==> src/hw/rtl/tli_pkg.sv <==
// Shared constants, types and codes of the trie insert and lookup block.
`default_nettype none
package tli_pkg;

  localparam int unsigned MAX_NODES = 16384;
  localparam int unsigned NODE_W    = $clog2(MAX_NODES);
  localparam int unsigned SYMBOLS   = 27;
  localparam int unsigned SYM_W     = 5;
  localparam int unsigned ID_W      = 16;

  localparam logic [SYM_W-1:0]  SEP_SYMBOL = SYM_W'(26);
  localparam logic [NODE_W-1:0] LAST_NODE  = NODE_W'(MAX_NODES - 1);

  typedef enum logic [1:0] {
    ST_INSERTED  = 2'd0,
    ST_FOUND     = 2'd1,
    ST_NOT_FOUND = 2'd2,
    ST_FULL      = 2'd3
  } tli_status_e;

  typedef struct packed {
    logic             is_query;
    logic [SYM_W-1:0] sym;
    logic             last;
    logic [ID_W-1:0]  id;
  } tli_item_t;

  typedef struct packed {
    tli_status_e     status;
    logic [ID_W-1:0] found_id;
  } tli_res_t;

endpackage
`default_nettype wire

==> src/hw/rtl/tli_resq.sv <==
// Result queue of two words between the engine and the result port.
`default_nettype none
module tli_resq (
  input  wire logic                     clk_i,
  input  wire logic                     rst_ni,
  input  wire logic                     res_push_i,
  input  wire tli_pkg::tli_res_t        res_i,
  output logic                          res_ready_o,
  output logic                          empty_o,
  input  wire logic                     pop_i,
  output logic [1:0]                    status_o,
  output logic [tli_pkg::ID_W-1:0]      found_id_o
);

  tli_pkg::tli_res_t slot_q [2];
  logic              wr_ptr_q, rd_ptr_q;
  logic [1:0]        cnt_q, cnt_d;
  logic              do_push, do_pop;

  assign res_ready_o = !cnt_q[1];
  assign empty_o     = (cnt_q == 2'd0);
  assign do_push     = res_push_i && res_ready_o;
  assign do_pop      = pop_i && !empty_o;
  assign status_o    = slot_q[rd_ptr_q].status;
  assign found_id_o  = slot_q[rd_ptr_q].found_id;

  always_comb begin
    cnt_d = cnt_q;
    if (do_push && !do_pop) begin
      cnt_d = cnt_q + 2'd1;
    end else if (do_pop && !do_push) begin
      cnt_d = cnt_q - 2'd1;
    end
  end

  always_ff @(posedge clk_i or negedge rst_ni) begin
    if (!rst_ni) begin
      wr_ptr_q <= 1'b0;
      rd_ptr_q <= 1'b0;
      cnt_q    <= 2'd0;
    end else begin
      cnt_q <= cnt_d;
      if (do_push) begin
        wr_ptr_q <= !wr_ptr_q;
      end
      if (do_pop) begin
        rd_ptr_q <= !rd_ptr_q;
      end
    end
  end

  always_ff @(posedge clk_i) begin
    if (do_push) begin
      slot_q[wr_ptr_q] <= res_i;
    end
  end

endmodule
`default_nettype wire

==> config.mk <==
export PLATFORM = sky130hd
export DESIGN_NAME = tli_resq
export DESIGN_NICKNAME = d
export VERILOG_FILES = /design/src/hw/rtl/tli_pkg.sv /design/src/hw/rtl/tli_resq.sv
export SDC_FILE = /design/constraint.sdc
export NUM_CORES = 1
export LEC_CHECK = 0
export BUFFER_PORTS_ARGS = -buffer_cell sky130_fd_sc_hd__buf_2
export CORE_MARGIN = 5
export CORE_UTILIZATION = 40
export DETAILED_ROUTE_END_ITERATION = 8
export GPL_ROUTABILITY_DRIVEN = 0
export SKIP_LAST_GASP = 1
export SYNTH_ARGS = -nofsm -noshare
export SYNTH_HDL_FRONTEND = slang
export SYNTH_SLANG_ARGS = --single-unit
export TNS_END_PERCENT = 30
==> constraint.sdc <==
create_clock -name clk_i -period 2.4 [get_ports clk_i]
set_input_delay 0.24 -clock clk_i [delete_from_list [all_inputs] [get_ports clk_i]]
set_output_delay 0.24 -clock clk_i [all_outputs]
set_load 0.005 [all_outputs]
==> flow_metrics.py <==
metrics = {
    "floorplanning": {
        "start_util_pct": 41.8,
        "die-area_mm2": 0.00519,
        "fp.dieW_um": 72.1,
        "rows": 22,
        "fp.dieH_um": 72.1,
        "io-pin-count": 42,
        "core_mm2": 0.00369,
    },
    "routing": {
        "drtIter0Drc": 34,
        "drc": 0,
        "drt_pass1_iterations": 4,
        "vias_per_cell": 4.61,
        "wirelength_mm": 2.47,
        "drtAntennaViolNets": 0,
        "vias": 797,
        "wl_per_cell_um": 14.3,
    },
    "sta": {
        "post-route-min-period_ps": 1880,
        "relSlewSlack_pct": 62.6,
        "setup_tns_ps": 0,
        "fin_crit_sh_pct": 78.3,
        "report.final.slew_viol_count": 0,
        "rsz0062_at_grt": "false",
        "worst_pin_slew_ps": 561,
        "finalHoldViolCount": 0,
        "skew_ps": 3.41,
        "fmax_mhz": 532,
        "setup_viol": 0,
    },
    "critical_path": {
        "start_kind": "register",
        "arrival_ps": 1640,
        "worst-path-max-fanout": 11,
        "path_class": "reg -> out",
        "endpoint_kind": "output pin",
        "cp.required_ps": 2160,
        "r2r_cells": 3,
    },
    "finish": {
        "area_growth_syn_to_layout_pct": 28.3,
        "fillCellCount": 313,
        "num_antenna_cells": 0,
        "final_nets": 147,
        "instances_no_fill": 173,
        "seqCellArea_mm2": 0.00118,
        "multiInputGateArea_um2": 327,
        "design_area_mm2": 0.00198,
        "drive_gt1_share_pct": 57.6,
    },
    "outcome": {
        "status": "finished, final reports clean",
    },
    "yosys": {
        "synth-edff-count": 36,
        "syn_inst": 73,
        "synth_top_cell_area_share_pct": 70.2,
        "synth.cell_area_mm2": 0.00154,
        "synth_area_leaders": "edfxtp_1 (70%), mux2_4 (8.8%), mux2_2 (6.6%), dfrtp_1 (6.5%), xnor2_1 (1.7%)",
        "ys.flop_type": "edfxtp_1",
        "synthesis.nets": 96,
        "synth.most_common_cell": "edfxtp_1",
        "ys_seq_elements": 40,
        "avgSynthCellArea_um2": 21.1,
        "yosysTopAreaCell": "edfxtp_1",
        "synthArstFlopShare_pct": 10.0,
        "yosysWarnings": 0,
        "synth_cell_type_count": 14,
        "yosysSeqAreaShare_pct": 76.7,
        "synth_common_cells": "edfxtp_1 (36), mux2_2 (9), mux2_4 (9)",
    },
    "placed_design": {
        "dp_hpwl_mm": 1.85,
        "dp_cells": 164,
        "dpl_cell_area_mm2": 0.00181,
        "port_buffers": 41,
    },
    "cts": {
        "path_clk_slew_ps": 70,
        "cts_tree": "yes",
        "cts_buffers": 5,
        "cts.sinks": 40,
        "postCtsSetupBuffers": 0,
        "cts-root-buf": "clkbuf_8",
        "clockBufferDepth": 2,
        "clkLatencyLatePin_ps": 280,
        "ctsHtreeMaxLevel": 2,
    },
    "run": {
        "maxCapViolCount": 0,
    },
    "grt": {
        "grt_overflow": 0,
        "use_met1_pct": 11.4,
        "grtUsageMet3_pct": 4.99,
        "grt_usage_pct": 10.5,
        "grt_max_degree": 14,
        "grt-busiest-layer": "met2",
        "grt_use_met2_pct": 17.4,
        "antenna_found_initial": 0,
        "grt_pass1_vias": 833,
        "grt_pass1_wl_mm": 3.97,
    },
    "power": {
        "p_clk_share_pct": 31.0,
        "power_mw": 2.36,
        "switching_power_uw": 560,
        "pwr-share-comb_pct": 26.5,
        "ir_drop_mv": 0.581,
        "netSwitchingFraction_pct": 23.7,
        "p_seq_share_pct": 42.5,
        "p_int_mw": 1.80,
        "p_leak_nw": 0.794,
        "p_per_area_mw_per_mm2": 1200,
    },
    "hold_path": {
        "min_path_type": "in -> reg",
        "hold_depth": 1,
    },
}
[per-stage QoR]
stage / utilization, % / worst slack [ps] / hold WS, ps
2_1_floorplan: - / 509 / -55.6
3_3_place_gp: 49.0 / 689 / 54.9
3_5_place_dp: 49.0 / 636 / 55.6
4_1_cts: 53.6 / 484 / 130
5_1_grt: 53.6 / 406 / 123
6_report: 53.6 / 522 / 142
[repair_timing]
action                                  in CTS  in global routing
hold buffers                                 1                  0
gates resized for setup                      0                  0
endpoints found under the setup margin       0                  0
endpoints found under the hold margin        4                  0
[power groups by stage]
stage	clock (mW)	combinational (mW)	sequential (mW)
2_1_floorplan	0	0.471	0.982
3_3_place_gp	0	0.633	1.01
6_report	0.732	0.626	1.00
5_1_grt	0.787	0.690	1.02
4_1_cts	0.751	0.648	1.01
3_5_place_dp	0	0.641	1.02
[area by class of cell]
| cell class | instances | share of cell area (%) |
|---|---|---|
| well taps | 48 | 3.04 |
| inverters | 1 | 0.190 |
| clock inverters | 3 | 4.56 |
| multi-input cells | 30 | 16.5 |
| repair buffers | 46 | 12.4 |
| flip-flops and latches | 40 | 59.8 |
| clock buffers | 5 | 3.48 |
[registers in the layout (all words and copies together), names as in the netlist]
name and count:
cnt_q 2, rd_ptr_q 1, slot_q 36, wr_ptr_q 1
[logic make-up (layout without fill, tap and decap cells)]
logic type,Yosys count,after routing,share of synthesized area [%]
mux,18,18,15.4
fa+ha+maj,1,1,0.812
flops,40,40,76.7
xor+xnor,5,5,2.84
buf+inv,3,55,2.27
compound gates,1,1,0.325
simple gates,5,5,1.71
[cells in the final DEF (no fill, tap or decap)]
master         Yosys  layout
nor2_1             2       2
ha_1               1       1
buf_4              0       4
inv_1              1       1
o21ai_1            1       1
dlygate4sd3_1      0       1
xnor2_1            3       3
mux2_2             9       9
mux2_4             9       9
and2_1             1       1
nor2b_2            0       1
clkbuf_8           0       5
edfxtp_1          36      36
dfrtp_1            4       4
xor2_1             2       2
buf_2              0      41
nor2b_1            2       1
bufinv_16          0       3
[per-layer routing]
| layer | vias to the layer above | wire length [um] |
|---|---|---|
| li1 | 377 | - |
| met1 | 393 | 951 |
| met3 | 6 | 165 |
| met5 | - | 0 |
| met4 | 0 | 43 |
| met2 | 21 | 1310 |
[path summary, 6_finish.rpt]
path | slack (ps) | to | from
min reg2reg | 510 | wr_ptr_q | wr_ptr_q
min | 140 | slot_q[0][2] | res_i[2]
max | 520 | found_id_o[15] | rd_ptr_q
max reg2reg | 660 | slot_q[1][4] | cnt_q[1]
max in group asynchronous | 1980 | wr_ptr_q | rst_ni
min in group asynchronous | 290 | cnt_q[1] | rst_ni
[worst max-delay path: stages, from the launching register on]
cell and delay, ps:
dfrtp_1 560, buf_4 310, mux2_2 360, buf_2 120
(Power assumes the default switching activity.)
