--- config.mk ---
export PLATFORM = sky130hd
export DESIGN_NAME = tli_front
export DESIGN_NICKNAME = d
export VERILOG_FILES = /design/src/hw/rtl/tli_pkg.sv /design/src/hw/rtl/tli_front.sv
export SDC_FILE = /design/constraint.sdc
export NUM_CORES = 1
export LEC_CHECK = 0
export BUFFER_PORTS_ARGS = -buffer_cell sky130_fd_sc_hd__buf_2
export CORE_ASPECT_RATIO = 1.75
export CORE_UTILIZATION = 50
export CTS_BUF_LIST = sky130_fd_sc_hd__clkbuf_8
export CTS_CLUSTER_DIAMETER = 30
export CTS_CLUSTER_SIZE = 20
export DETAILED_ROUTE_END_ITERATION = 12
export MAX_ROUTING_LAYER = met4
export PLACE_DENSITY = 0.85
export REMOVE_ABC_BUFFERS = 1
export SETUP_SLACK_MARGIN = 0.02
export SLEW_MARGIN = 10
export SYNTH_ARGS = -nofsm -noshare
export SYNTH_HDL_FRONTEND = slang
export SYNTH_SLANG_ARGS = --single-unit
--- constraint.sdc ---
create_clock -name clk_i -period 3.45 [get_ports clk_i]
set_input_delay 0.69 -clock clk_i [delete_from_list [all_inputs] [get_ports clk_i]]
set_output_delay 0.69 -clock clk_i [all_outputs]
set_load 0.005 [all_outputs]
--- src/hw/rtl/tli_pkg.sv ---
// Shared constants, types and codes of the trie insert and lookup block.
`default_nettype none
package tli_pkg;

  localparam int unsigned MAX_NODES = 16384;
  localparam int unsigned NODE_W    = $clog2(MAX_NODES);
  localparam int unsigned SYMBOLS   = 27;
  localparam int unsigned SYM_W     = 5;
  localparam int unsigned ID_W      = 16;

  localparam logic [SYM_W-1:0]  SEP_SYMBOL = SYM_W'(26);
  localparam logic [NODE_W-1:0] LAST_NODE  = NODE_W'(MAX_NODES - 1);

  typedef enum logic [1:0] {
    ST_INSERTED  = 2'd0,
    ST_FOUND     = 2'd1,
    ST_NOT_FOUND = 2'd2,
    ST_FULL      = 2'd3
  } tli_status_e;

  typedef struct packed {
    logic             is_query;
    logic [SYM_W-1:0] sym;
    logic             last;
    logic [ID_W-1:0]  id;
  } tli_item_t;

  typedef struct packed {
    tli_status_e     status;
    logic [ID_W-1:0] found_id;
  } tli_res_t;

endpackage
`default_nettype wire

--- src/hw/rtl/tli_front.sv ---
// Input side: takes symbol words, saturates the symbol and queues them for the engine.
`default_nettype none
module tli_front (
  input  wire logic                      clk_i,
  input  wire logic                      rst_ni,
  input  wire logic                      push_i,
  output logic                           full_o,
  input  wire logic                      cmd_i,
  input  wire logic [tli_pkg::SYM_W-1:0] symbol_i,
  input  wire logic                      key_last_i,
  input  wire logic [tli_pkg::ID_W-1:0]  key_id_i,
  output logic                           item_valid_o,
  output tli_pkg::tli_item_t             item_o,
  input  wire logic                      item_pop_i
);

  tli_pkg::tli_item_t slot_q [2];
  tli_pkg::tli_item_t in_item;
  logic               wr_ptr_q, rd_ptr_q;
  logic [1:0]         cnt_q, cnt_d;
  logic               do_push, do_pop;

  always_comb begin
    in_item.is_query = cmd_i;
    // Codes above the separator are treated as the separator.
    in_item.sym      = (symbol_i > tli_pkg::SEP_SYMBOL) ? tli_pkg::SEP_SYMBOL : symbol_i;
    in_item.last     = key_last_i;
    in_item.id       = key_id_i;
  end

  assign full_o       = cnt_q[1];
  assign item_valid_o = (cnt_q != 2'd0);
  assign item_o       = slot_q[rd_ptr_q];
  assign do_push      = push_i && !full_o;
  assign do_pop       = item_pop_i && item_valid_o;

  always_comb begin
    cnt_d = cnt_q;
    if (do_push && !do_pop) begin
      cnt_d = cnt_q + 2'd1;
    end else if (do_pop && !do_push) begin
      cnt_d = cnt_q - 2'd1;
    end
  end

  always_ff @(posedge clk_i or negedge rst_ni) begin
    if (!rst_ni) begin
      wr_ptr_q <= 1'b0;
      rd_ptr_q <= 1'b0;
      cnt_q    <= 2'd0;
    end else begin
      cnt_q <= cnt_d;
      if (do_push) begin
        wr_ptr_q <= !wr_ptr_q;
      end
      if (do_pop) begin
        rd_ptr_q <= !rd_ptr_q;
      end
    end
  end

  always_ff @(posedge clk_i) begin
    if (do_push) begin
      slot_q[wr_ptr_q] <= in_item;
    end
  end

endmodule
`default_nettype wire

==> results.cfg, run 1 <==
[global_route]
antenna_found_initial = 0
first_global_vias = 1039
grt_pass1_wl_mm = 4.885
grt_max_degree = 16
overflow = 0
grtUsageTotal = 0.1682

[critical_path]
slowest_delay_ns = 0.64
cp-end-kind = output pin
worstPathRequired_ns = 2.76
cp.arrival_ns = 1.71
cp_slowest_cell = dfrtp_1
crit_chain = buf_4 -> mux2_2 -> buf_2
crit_fanout = 10
crit_path_start_kind = register
crit_type = register to output pin

[pwr]
leakage_nw = 0.9929
p_int_mw = 1.429
power.share.clock = 0.242
p_seq_frac = 0.457
combPwrFrac = 0.301
power.density_mw_per_mm2 = 786.7
vdd_drop_max_mv = 0.5945
sw_frac_of_total = 0.2517
finalPower_mw = 1.910
p_sw_uw = 480.7

[die]
pin_count = 52
die_h_um = 85.47
core_area_mm2 = 0.003829
die_area_mm2 = 0.004247
initial_core_util = 0.5199
die_w_um = 49.70
fp-row-count = 30

[cts]
cts_setup_buffers = 0
numCtsBuffers = 5
cts_tree = yes
clk_path_buf_depth = 2
h-tree-depth = 2
clk_latency_ns = 0.30
cts_resized = 0
hold_buffers = 0
clockRootBuffer = clkbuf_8
path_clk_slew_ns = 0.09
clock-sinks = 50

[place]
preCtsSetupSlack_ns = 1.367
postPlaceCellArea_mm2 = 0.002295
gp_congestion = 0.6779
dp_hpwl_mm = 2.367
placement.io_buffers = 51

[synth]
yosysUniqueCellTypes = 19
ys_seq_area_frac = 0.7442
synth.avg_cell_area_um2 = 20.95
synthesis.area_mm2 = 0.001991
synthCells = 95
ys_ff_latch = 50
ys_warn_count = 0

[layout]
drive_gt1_frac = 0.5742
final_area_mm2 = 0.002427
nFillCells = 301
area_growth_pct = 21.94
fin_nets = 182
num_antenna_cells = 0

[timing]
post-route-min-period_ns = 2.403
hold_slack_ns = 0.1766
fmax_ghz = 0.4161
setup_viol = 0
rsz0062_at_grt = false
fin_ws_ns = 1.047
worst_pin_slew_ns = 0.5209
drv_slew = 0
setup_tns_ns = 0
finalHoldViolCount = 0
fin_skew_ns = 0.007431
relSlewSlack = 0.6524
period_share = 0.6965

[run_status]
status = complete, no violations

[detailed_routing]
viasPerCell = 4.916
vias = 998
drc = 0
drtIter0Drc = 12
ant_nets = 0
finalWirelength_mm = 3.114
firstDrtPassIters = 3
wl_per_cell_um = 15.34

[run]
drv_cap = 0

[worst_hold_path]
min_path_type = input pin to async pin
metal layers:
layer  global-route usage  routed length, µm  vias to the layer above
li1                     -                  -                      474
met1               0.1566               1046                      488
met2               0.3022               1858                       30
met3              0.04659                151                        6
met4              0.08571                 58                        0
met5                    -                  0                        -
cells in the mapped netlist (all sizes together):
master,n,share of area
a31o,1,0.0044
xor2,2,0.0088
dfrtp,4,0.050
nand2b,1,0.0031
mux2,23,0.17
xnor2,3,0.013
a21boi,1,0.0038
buf,3,0.026
ha,1,0.0063
or2,1,0.0031
edfxtp,46,0.69
inv,1,0.0019
and2,2,0.0063
clkbuf,2,0.0038
nand2,1,0.0019
o211ai,1,0.0038
nor2,2,0.0038
path summary, 6_finish.rpt:
check                         start            end  slack (ns)  cells past startpoint
hold reg to reg            cnt_q[1]       cnt_q[1]        0.52                      1
max in group asynchronous    rst_ni       cnt_q[0]        3.15                      1
setup reg to reg           cnt_q[1]  slot_q[1][17]        1.78                      4
hold / removal               rst_ni       rd_ptr_q        0.18                      1
min in group clk_i         cnt_q[1]       cnt_q[1]        0.52                      1
setup / recovery           rd_ptr_q     item_o[17]        1.05                      3
sequential cells by signal, summed over array words and instances (netlist names):
name / flops
slot_q: 46
cnt_q: 2
rd_ptr_q: 1
wr_ptr_q: 1
critical path, delay by kind of cell, from the launching register on:
family | cells | cell delay (ns)
buffers and inverters | 2 | 0.43
muxes | 1 | 0.35
DFF | 1 | 0.64
cell families (layout without fill, tap and decap cells):
kind of cell / after synthesis / after routing / synth area share
compound gates: 3 / 3 / 0.01195
xor+xnor: 5 / 5 / 0.02200
fa+ha+maj: 1 / 1 / 0.006284
buf+inv: 6 / 66 / 0.03143
flops: 50 / 50 / 0.7442
mux: 23 / 23 / 0.1659
simple gates: 7 / 7 / 0.01823
power by group through the flow:
stage | clock, mW | combinational [mW] | sequential [mW]
2_1_floorplan | 0 | 0.336 | 0.907
3_3_place_gp | 0 | 0.566 | 0.875
3_5_place_dp | 0 | 0.583 | 0.888
4_1_cts | 0.471 | 0.584 | 0.875
5_1_grt | 0.495 | 0.618 | 0.887
6_report | 0.462 | 0.575 | 0.873
stage by stage:
stage | instances | util
floorplan | 90 | -
global placement | 195 | 0.5993
detailed placement | 195 | 0.5993
CTS | 203 | 0.6340
global route | 203 | 0.6340
finish | 203 | 0.6340
layout by cell type (no fill, tap or decap):
master     Yosys  final
edfxtp_1      46     46
xnor2_1        3      3
o211ai_1       1      1
mux2_4        19     19
buf_4          0      6
clkbuf_8       0      5
clkinv_1       0      1
and2_1         2      2
bufinv_16      0      2
buf_2          0     51
nand2_1        1      1
xor2_1         2      2
or2_1          1      1
mux2_2         4      4
inv_1          1      1
nor2_1         2      1
ha_1           1      1
a21boi_0       1      1
dfrtp_1        4      4
nor2_2         0      1
nand2b_1       1      1
a31o_2         1      1
final cells by class:
class                           instances  area [µm²]  area share
Clock inverter                          3       63.81     0.02629
Sequential cell                        50        1481      0.6103
Timing Repair Buffer                   57       300.3      0.1237
Inverter                                1       3.754    0.001546
Clock buffer                            5       68.82     0.02835
Tap cell                               48       60.06     0.02474
Multi-Input combinational cell         39       449.2      0.1851
Power figures use the tool's default switching activity.
==> run 2: changes to the inputs <==
--- a/config.mk
+++ b/config.mk
@@ -7,13 +7,13 @@
 export LEC_CHECK = 0
 export BUFFER_PORTS_ARGS = -buffer_cell sky130_fd_sc_hd__buf_2
 export CORE_ASPECT_RATIO = 1.75
-export CORE_UTILIZATION = 50
+export CORE_UTILIZATION = 49
 export CTS_BUF_LIST = sky130_fd_sc_hd__clkbuf_8
 export CTS_CLUSTER_DIAMETER = 30
 export CTS_CLUSTER_SIZE = 20
 export DETAILED_ROUTE_END_ITERATION = 12
 export MAX_ROUTING_LAYER = met4
-export PLACE_DENSITY = 0.85
+export PLACE_DENSITY = 0.87
 export REMOVE_ABC_BUFFERS = 1
 export SETUP_SLACK_MARGIN = 0.02
 export SLEW_MARGIN = 10
==> constraint.sdc (replaced) <==
create_clock -name clk_i -period 2 [get_ports clk_i]
set_input_delay 0.4 -clock clk_i [delete_from_list [all_inputs] [get_ports clk_i]]
set_output_delay 0.4 -clock clk_i [all_outputs]
set_load 0.005 [all_outputs]
==> run 2 against run 1 <==
- global-route usage fell by 1.8 points
- die area rose by 2.0%
- final cell count fell by 0.49%
- core utilization fell by 2.1 points
- worst hold slack improved by 0.12 ns
- combinational power rose by 76%
- non-clock buffer count fell by 1
- power rose by 57%
- clock power rose by 12%
==> results.cfg, run 2 (synthesized netlist as in run 1, its figures left out) <==
[global_route]
grtUsageTotal = 0.1506
first_global_vias = 974
grt_max_degree = 24
antenna_found_initial = 0
overflow = 0
grt_pass1_wl_mm = 4.540

[place]
dp_cells = 193
preCtsSetupSlack_ns = 0.4481
gp_congestion = 0.6402
postPlaceCellArea_mm2 = 0.002280
dp_hpwl_mm = 2.135
placement.io_buffers = 51

[critical_path]
crit_path_start_kind = register
cp.arrival_ns = 1.46
cp_slowest_cell = mux2_2
worstPathRequired_ns = 1.60
crit_chain = buf_4 -> mux2_2 -> buf_2
crit_family = buffers and inverters
slowest_delay_ns = 0.37
crit_type = register to output pin
crit_fanout = 18
worst-path-buf-inv = 2
cp-end-kind = output pin

[pwr]
vdd_drop_max_mv = 0.8903
p_seq_frac = 0.490
combPwrFrac = 0.337
finalPower_mw = 2.996
power.share.clock = 0.172
power.density_mw_per_mm2 = 1263
leakage_nw = 0.9675
p_sw_uw = 799.0
p_int_mw = 2.197
sw_frac_of_total = 0.2667

[die]
pin_count = 52
die_h_um = 86.32
initial_core_util = 0.5149
die_area_mm2 = 0.004331
fp-row-count = 30
core_area_mm2 = 0.003866
die_w_um = 50.18

[cts]
path_clk_slew_ns = 0.08
numCtsBuffers = 5
h-tree-depth = 2
clock-sinks = 50
cts_tree = yes
clockRootBuffer = clkbuf_8
clk_path_buf_depth = 2
clk_latency_ns = 0.29

[run]
drv_cap = 0

[timing]
rsz0062_at_grt = false
setup_viol = 0
relSlewSlack = 0.7922
worst_pin_slew_ns = 0.3116
finalHoldViolCount = 0
period_share = 0.9290
post-route-min-period_ns = 1.858
drv_slew = 0
hold_slack_ns = 0.2963
fmax_ghz = 0.5382
setup_tns_ns = 0
fin_skew_ns = 0.005635
fin_ws_ns = 0.1419

[worst_hold_path]
min_path_type = input pin to register

[layout]
drive_gt1_frac = 0.5584
reg.largest.list = slot_q x46, cnt_q x2
final_cells = 202
nFillCells = 308
num_antenna_cells = 0
most-common-layout-cells = 51 x buf_2, 46 x edfxtp_1, 19 x mux2_4
largest_reg_flops = 46
final_area_mm2 = 0.002371
final_common_cell = buf_2
area_growth_pct = 19.11
seq_area_mm2 = 0.001481
fin_nets = 181
fin_util = 0.6133
multi_input_area_um2 = 449.2
regMostFlops = slot_q

[run_status]
status = complete, no violations

[detailed_routing]
drtIter0Drc = 20
finalWirelength_mm = 2.918
wl_per_cell_um = 14.45
firstDrtPassIters = 4
drc = 0
ant_nets = 0
viasPerCell = 4.876
vias = 985
-- run 2: cell types whose count changed in the layout (fill, tap and decap cells not counted) --
cell	change
clkinv_2	+1
inv_1	+1
dlygate4sd3_1	+1
buf_4	-2
bufinv_16	-2
-- run 2: per-layer routing --
layer | track usage | vias to the layer above | share of wire
li1 | - | 470 | -
met1 | 0.1603 | 472 | 0.36
met2 | 0.2679 | 37 | 0.57
met3 | 0.03158 | 6 | 0.054
met4 | 0.05455 | 0 | 0.014
met5 | - | - | 0
-- run 2: repair_timing --
| action | in CTS | in global routing |
|---|---|---|
| hold buffers | 1 | 0 |
| setup buffers | 0 | 0 |
| endpoints found under the setup margin | 0 | 0 |
| hold endpoints to repair | 4 | 0 |
| resized for setup | 0 | 0 |
-- run 2: path summary, 6_finish.rpt --
check                      cells after the start   startpoint  slack, ns             to
setup / recovery                               3     rd_ptr_q       0.14     item_o[14]
hold / removal                                 1  key_id_i[9]       0.30   slot_q[1][9]
setup reg to reg                               4     cnt_q[1]       0.54  slot_q[1][10]
hold reg to reg                                1     cnt_q[1]       0.52       cnt_q[1]
max in group asynchronous                      2       rst_ni       1.43       cnt_q[1]
min in group asynchronous                      2       rst_ni       0.44       cnt_q[0]
-- run 2: area by class of cell --
type                            count  share of cell area
Clock buffer                        5             0.02902
Clock inverter                      3            0.005277
Inverter                            1            0.001583
Multi-Input combinational cell     39              0.1894
Sequential cell                    50              0.6248
Tap cell                           48             0.02533
Timing Repair Buffer               56              0.1245
-- run 2: power groups by stage --
stage          Combinational, mW  Clock [mW]  Sequential (mW)
2_1_floorplan              0.580           0             1.56
3_3_place_gp               0.996           0             1.47
3_5_place_dp                1.03           0             1.49
4_1_cts                     1.04       0.541             1.47
5_1_grt                     1.09       0.580             1.49
6_report                    1.01       0.516             1.47
